<file path="src/hw/rtl/sse_pkg.sv">
// Types shared by the stable sort engine modules
`timescale 1ns / 1ps

package sse_pkg;

    localparam int DATA_W = 32;

    typedef struct packed {
        logic signed [DATA_W-1:0] value;
        logic                     last;
    } in_item_t;

    typedef struct packed {
        logic signed [DATA_W-1:0] sorted_value;
        logic                     final_res;
        logic                     dropped;
    } out_item_t;

    // What one cell shows its neighbors
    typedef struct packed {
        logic                     valid;
        logic                     push;
        logic signed [DATA_W-1:0] value;
    } cell_link_t;

    // Broadcast from the controller to every cell
    typedef struct packed {
        logic                     insert;
        logic                     drain;
        logic signed [DATA_W-1:0] new_value;
    } cell_ctrl_t;

endpackage

</file>
<file path="src/hw/rtl/sse_cell.sv">
// One cell of the sorted chain: holds one value, shifts right on insert, left on drain
`timescale 1ns / 1ps

module sse_cell
    import sse_pkg::*;
(
    input  logic       clk,
    input  logic       rst_n,
    input  cell_ctrl_t ctrl,
    input  cell_link_t left,
    input  cell_link_t right,
    output cell_link_t link
);

    logic                     valid_reg;
    logic                     valid_next;
    logic signed [DATA_W-1:0] value_reg;
    logic signed [DATA_W-1:0] value_next;
    logic                     greater;
    logic                     push;

    // Strictly greater only, so a new value lands behind its equals
    assign greater = valid_reg && (value_reg > ctrl.new_value);
    // Empty cells count as greater; push is 0..0 1..1 along the chain
    assign push    = !valid_reg || greater;

    always_comb
    begin
        valid_next = valid_reg;
        value_next = value_reg;
        if (ctrl.drain)
        begin
            valid_next = right.valid;
            value_next = right.value;
        end
        else if (ctrl.insert && push)
        begin
            if (left.push)
            begin
                valid_next = left.valid;
                value_next = left.value;
            end
            else
            begin
                valid_next = 1'b1;
                value_next = ctrl.new_value;
            end
        end
    end

    always_ff @(posedge clk or negedge rst_n)
    begin
        if (!rst_n)
        begin
            valid_reg <= 1'b0;
        end
        else
        begin
            valid_reg <= valid_next;
        end
    end

    always_ff @(posedge clk)
    begin
        value_reg <= value_next;
    end

    assign link.valid = valid_reg;
    assign link.push  = push;
    assign link.value = value_reg;

endmodule

</file>
<file path="config.mk">
export PLATFORM = sky130hd
export DESIGN_NAME = sse_cell
export DESIGN_NICKNAME = d
export VERILOG_FILES = /design/src/hw/rtl/sse_pkg.sv /design/src/hw/rtl/sse_cell.sv
export SDC_FILE = /design/constraint.sdc
export NUM_CORES = 1
export LEC_CHECK = 0
export BUFFER_PORTS_ARGS = -buffer_cell sky130_fd_sc_hd__buf_2
export CORE_MARGIN = 2
export CORE_UTILIZATION = 45
export DETAILED_ROUTE_END_ITERATION = 8
export PLACE_DENSITY = 0.82
export SYNTH_ARGS = -nofsm -noshare
export SYNTH_HDL_FRONTEND = slang
export SYNTH_SLANG_ARGS = --single-unit
export TNS_END_PERCENT = 20
</file>
<file path="constraint.sdc">
create_clock -name clk -period 3.7 [get_ports clk]
set_clock_uncertainty 0.15 [all_clocks]
set_input_delay 0.37 -clock clk [delete_from_list [all_inputs] [get_ports clk]]
set_output_delay 0.37 -clock clk [all_outputs]
set_load 0.02 [all_outputs]
</file>
Word-level counts from Yosys, hierarchy flattened:

Index checks and enable logic that the tools add are counted.
W data, S select, Z words.

* reductions and logical operators: 5
* $lt $le $gt $ge: 1
* muxes and demuxes: 6

Operator list (count)
* $mux W32: 3
* $gt A32 B32 Y1: 1
* $mux W1: 3
* $logic_and A1 B1 Y1: 2
* $reduce_bool A2 Y1: 1
* $logic_not A1 Y1: 1
* $logic_or A1 B1 Y1: 1

* bits of input ports: 104
* register bits: 33

Longest topological paths before layout:

* depth in word-level cells: 6
* mapped depth: 9

Worst setup path after synthesis:

OpenSTA, ideal clock, no wires.

* path type: register -> register
* start point: register value_reg[31]
* end point: register value_reg[0] (enable)
* arrival: 2.438 ns
* path buffers: 0
* cell stages (with the launch flop): 7
* setup slack: 0.721 ns
* cells stage by stage: edfxtp_1 -> ha_1 -> nand4_2 -> nor4_1 -> o31ai_1 -> nand4_1 -> a31o_1

* cells in the longest elaborated chain, start to end: 5

Ends and longest elaborated chain
* start, declared: RTL line sse_cell.sv:17 `logic signed [DATA_W-1:0] value_reg;`
* start signal, assigned: RTL line sse_cell.sv:65 `value_reg <= value_next;`
* $gt A32 B32 Y1: RTL line sse_cell.sv:23 `assign greater = valid_reg && (value_reg > ctrl.new_value);`
* $logic_and A1 B1 Y1: RTL line sse_cell.sv:23
* $logic_or A1 B1 Y1: RTL line sse_cell.sv:25 `assign push = !valid_reg || greater;`
* $logic_and A1 B1 Y1: RTL line sse_cell.sv:36 `else if (ctrl.insert && push)`
* $reduce_bool A2 Y1 (no source line)

No other way between the ends.
A chain may end at the register's enable or synchronous reset.

Final worst setup path:

* start point: register value_reg[31]
* end point: register value_reg[13] (enable)

Same word-level chain as after synthesis.

==> results by group <==
Critical path
  – WS Path Type: reg2reg
  – Crit path max-delay family: simple AND/OR/NAND/NOR gates
  – FF-to-FF setup slack: 0.52 ns
  – Setup crit end kind: flop
  – Crit path required time: approximately 3.5 ns
  – Crit path max fanout: 19
  – WP buf/inv: 1
  – Crit path cell chain: ha_1, nand4_2, nor4_1, o31ai_1, nand4_1, a31o_1, buf_4
  – R2R depth: 7
  – Worst EP arrival: 3.00 ns
  – Slowest stage cell, crit path: a31o_1
  – Crit Reg-Reg Endpoint: value_reg[13]
  – Slowest stage delay, CP: 0.57 ns
  – Startpoint type of the worst setup path: flop
  – Reg2reg start: value_reg[31]

Logic synthesis
  – Register bit total from synthesis: 33
  – Post-synth top cells: nand2_1 (38), o21ai_0 (35)
  – Netlist Area Pre-Place: 0.00254 mm2
  – Share of the synthesized area in the top cell type: a little under two fifths
  – Total nets after synthesis: 403
  – Dominant cell type by area after synthesis: edfxtp_1
  – Sequential fraction of the synthesis area: 38.8%
  – Multiplexer share of the synthesized area: 12.6%
  – Synth warnings: 0
  – Post-synth ARST share: 3.03%
  – Complex-gate fraction of the synthesized area: 14.2%
  – Synth Area in Simple Gates: 11.5%
  – EDFF count, synth: 32
  – Gate Count Post-Synth: 267
  – Main area contributors after synthesis: edfxtp_1 (38%), ha_1 (16%), mux2i_1 (13%), o21ai_0 (6.9%), nand2_1 (5.6%)
  – Cell variety after synth: 31
  – Syn avg cell area: 9.52 um2
  – Largest family of logic cells by synthesized area: adder cells
  – Xor/xnor share of the synthesized area: 0%
  – Top FF cell, synth: edfxtp_1
  – Most frequent cell after synthesis: nand2_1
  – Adder-cell share of the synthesized area: 15.8%

Clock tree
  – Worst-path clk slew: approximately 0.070 ns
  – CTS tree: done
  – CTS root buffer: clkbuf_8
  – # resized after CTS: 0
  – Sink Count: 33
  – Num CTS Buffers: 5
  – Clock tree buffer depth: 2
  – H-Tree Depth: 2
  – Hold_buf cts: 1
  – Clk_lat worst skew: between 0.2 and 0.3 ns
  – Post-CTS setup buffers: 0

Power and ir drop
  – Peak VDD IR: 188 uV
  – Power consumption: 1260 uW
  – P per Cell Area: 370 mW/mm2
  – Internal Pwr Total: between 800 and 900 uW
  – Switching portion of total power: 29.8%
  – Reg power frac: 38.6%
  – Net Sw Power: between 300 and 400 uW
  – Comb pwr share: between 20 and 30%
  – Lkg Pwr: 0.00179 uW
  – Clock share of power: around 33%

Hold path
  – Hold-critical path depth: 3
  – Hold Path Sink: valid_reg
  – Worst hold-check path type: in2reg
  – Min-delay src: right[33]

Final layout
  – Nets: 536
  – N_diodes: 0
  – Max reg flops: 32
  – Fillers: 494
  – Reg area: 986 um2
  – Core Util, Final: slightly above 60%
  – Layout cells sized above 1: 37.4%
  – P&R area growth vs syn: 34.2%
  – Multi-input gate area: approximately 0.0014 mm2

Global route
  – Vias in the first global route: 2,367
  – First-pass GRT wire length: 10,100 um
  – Total GRT Usage: 20.4%
  – Initial antenna violation count: 0
  – Total grt overflow: 0
  – Largest net degree at the start of global routing: 68

Place
  – GPL Wtd Cong: about 0.76
  – Port Buffers: 136
  – Detailed placement HPWL: 5030 um

Detailed routing
  – Total number of vias: 2,430
  – Vias per cell: 5.14
  – TritonRoute pass-1 iters: 4
  – DRC Markers: 0
  – Initial DRC Count: 55
  – DRT antenna net count: 0
  – WL per Instance: approximately 13 um
  – Final wirelength: approximately 6300 um

Timing
  – Peak Freq: 0.315 GHz
  – Slew @ Worst Pin: 0.980 ns
  – Hold Fails Final Rpt: 0
  – Max_slew headroom: 34.7%
  – Crit path time final: between 3 and 4 ns
  – Final setup fails: 0
  – Fin. max-slew vios: 0
  – Fin crit share: a little under nine tenths
  – RSZ-0062 raised after global routing: false
  – Fin Setup TNS: 0 ns

Job
  – Max_cap viols: 0

Outcome
  – Status: complete, no violations

Floorplanning
  – Ports: 138
  – Initial Util: 46.4%
  – Site row count: 27
  – Die width: 79.1 um
  – Core area: 0.00547 mm2
  – Chip height: 79.1 um
  – Die area: 0.00626 mm2
-- cell families (layout without fill, tap and decap cells) --
logic type,count (synthesis),in the layout
DFF,33,33
muxes,32,32
buffers and inverters,45,179
AOI/OAI and AO/OA,64,64
and+or+nand+nor,61,61
adders and majority gates,32,32
-- per-stage QoR --
| step | cell area, um2 | worst slack [ns] | std cells | hold slack [ns] |
|---|---|---|---|---|
| after floorplan | 2540 | 0.721 | 267 | -0.0756 |
| after global placement | 3270 | 0.460 | 464 | -0.00302 |
| after detailed placement | 3270 | 0.353 | 464 | -0.00363 |
| after CTS | 3410 | 0.461 | 473 | 0.195 |
| after global routing | 3410 | 0.221 | 473 | 0.213 |
| final | 3410 | 0.524 | 473 | 0.203 |
-- routing by layer --
| layer | share of wire (%) | wire, um | up-vias | global-route usage, % |
|---|---|---|---|---|
| met5 | 0 | 0 | - | 0 |
| met4 | 1.4 | 85 | 0 | 7.24 |
| met3 | 7.7 | 480 | 11 | 3.98 |
| met2 | 50 | 3160 | 102 | 37.5 |
| met1 | 41 | 2550 | 1090 | 23.2 |
| li1 | - | - | 1227 | - |
-- worst max-delay path by stage --
| stage | startpoint | end | depth (start not counted) |
|---|---|---|---|
| finish | value_reg[31] | value_reg[13] | 7 |
| detailed placement | ctrl[31] | value_reg[12] | 9 |
| CTS | value_reg[31] | value_reg[28] | 7 |
| global route | value_reg[31] | value_reg[28] | 7 |
| floorplan | value_reg[31] | value_reg[0] | 6 |
| global placement | ctrl[31] | value_reg[12] | 9 |
-- final cells by class --
| cell class | instances | area share, % |
|---|---|---|
| clock inverters | 3 | 1.91 |
| inverters | 32 | 3.52 |
| flip-flops and latches | 33 | 28.9 |
| clock buffers | 5 | 2.02 |
| repair buffers | 139 | 20.7 |
| multi-input cells | 189 | 40.3 |
| well taps | 72 | 2.64 |
-- power groups by stage --
stage	registers [uW]	clock network, uW	logic (uW)
floorplan	546	0	175
global placement	492	0	355
detailed placement	496	0	366
CTS	487	418	369
global route	493	431	410
finish	488	410	364
-- worst register-to-register path, cell delays in order (launching register included) --
cell,delay [ns]
edfxtp_1,0.39
ha_1,0.38
nand4_2,0.19
nor4_1,0.48
o31ai_1,0.18
nand4_1,0.13
a31o_1,0.57
buf_4,0.39
-- placed cells by master (no fill, tap or decap), types with 2 or more instances in the layout --
master / n
mux2i_1: 32
nor2_1: 2
nand2_1: 38
nand2b_1: 2
a21oi_1: 16
bufinv_16: 2
buf_2: 136
edfxtp_1: 32
nand4_1: 7
nand4_2: 2
o21ai_0: 35
nor4_1: 2
o211ai_1: 2
buf_4: 2
nand3_1: 4
ha_1: 32
inv_1: 32
clkbuf_8: 5
a21o_1: 3
Power figures use the tool's default switching activity.
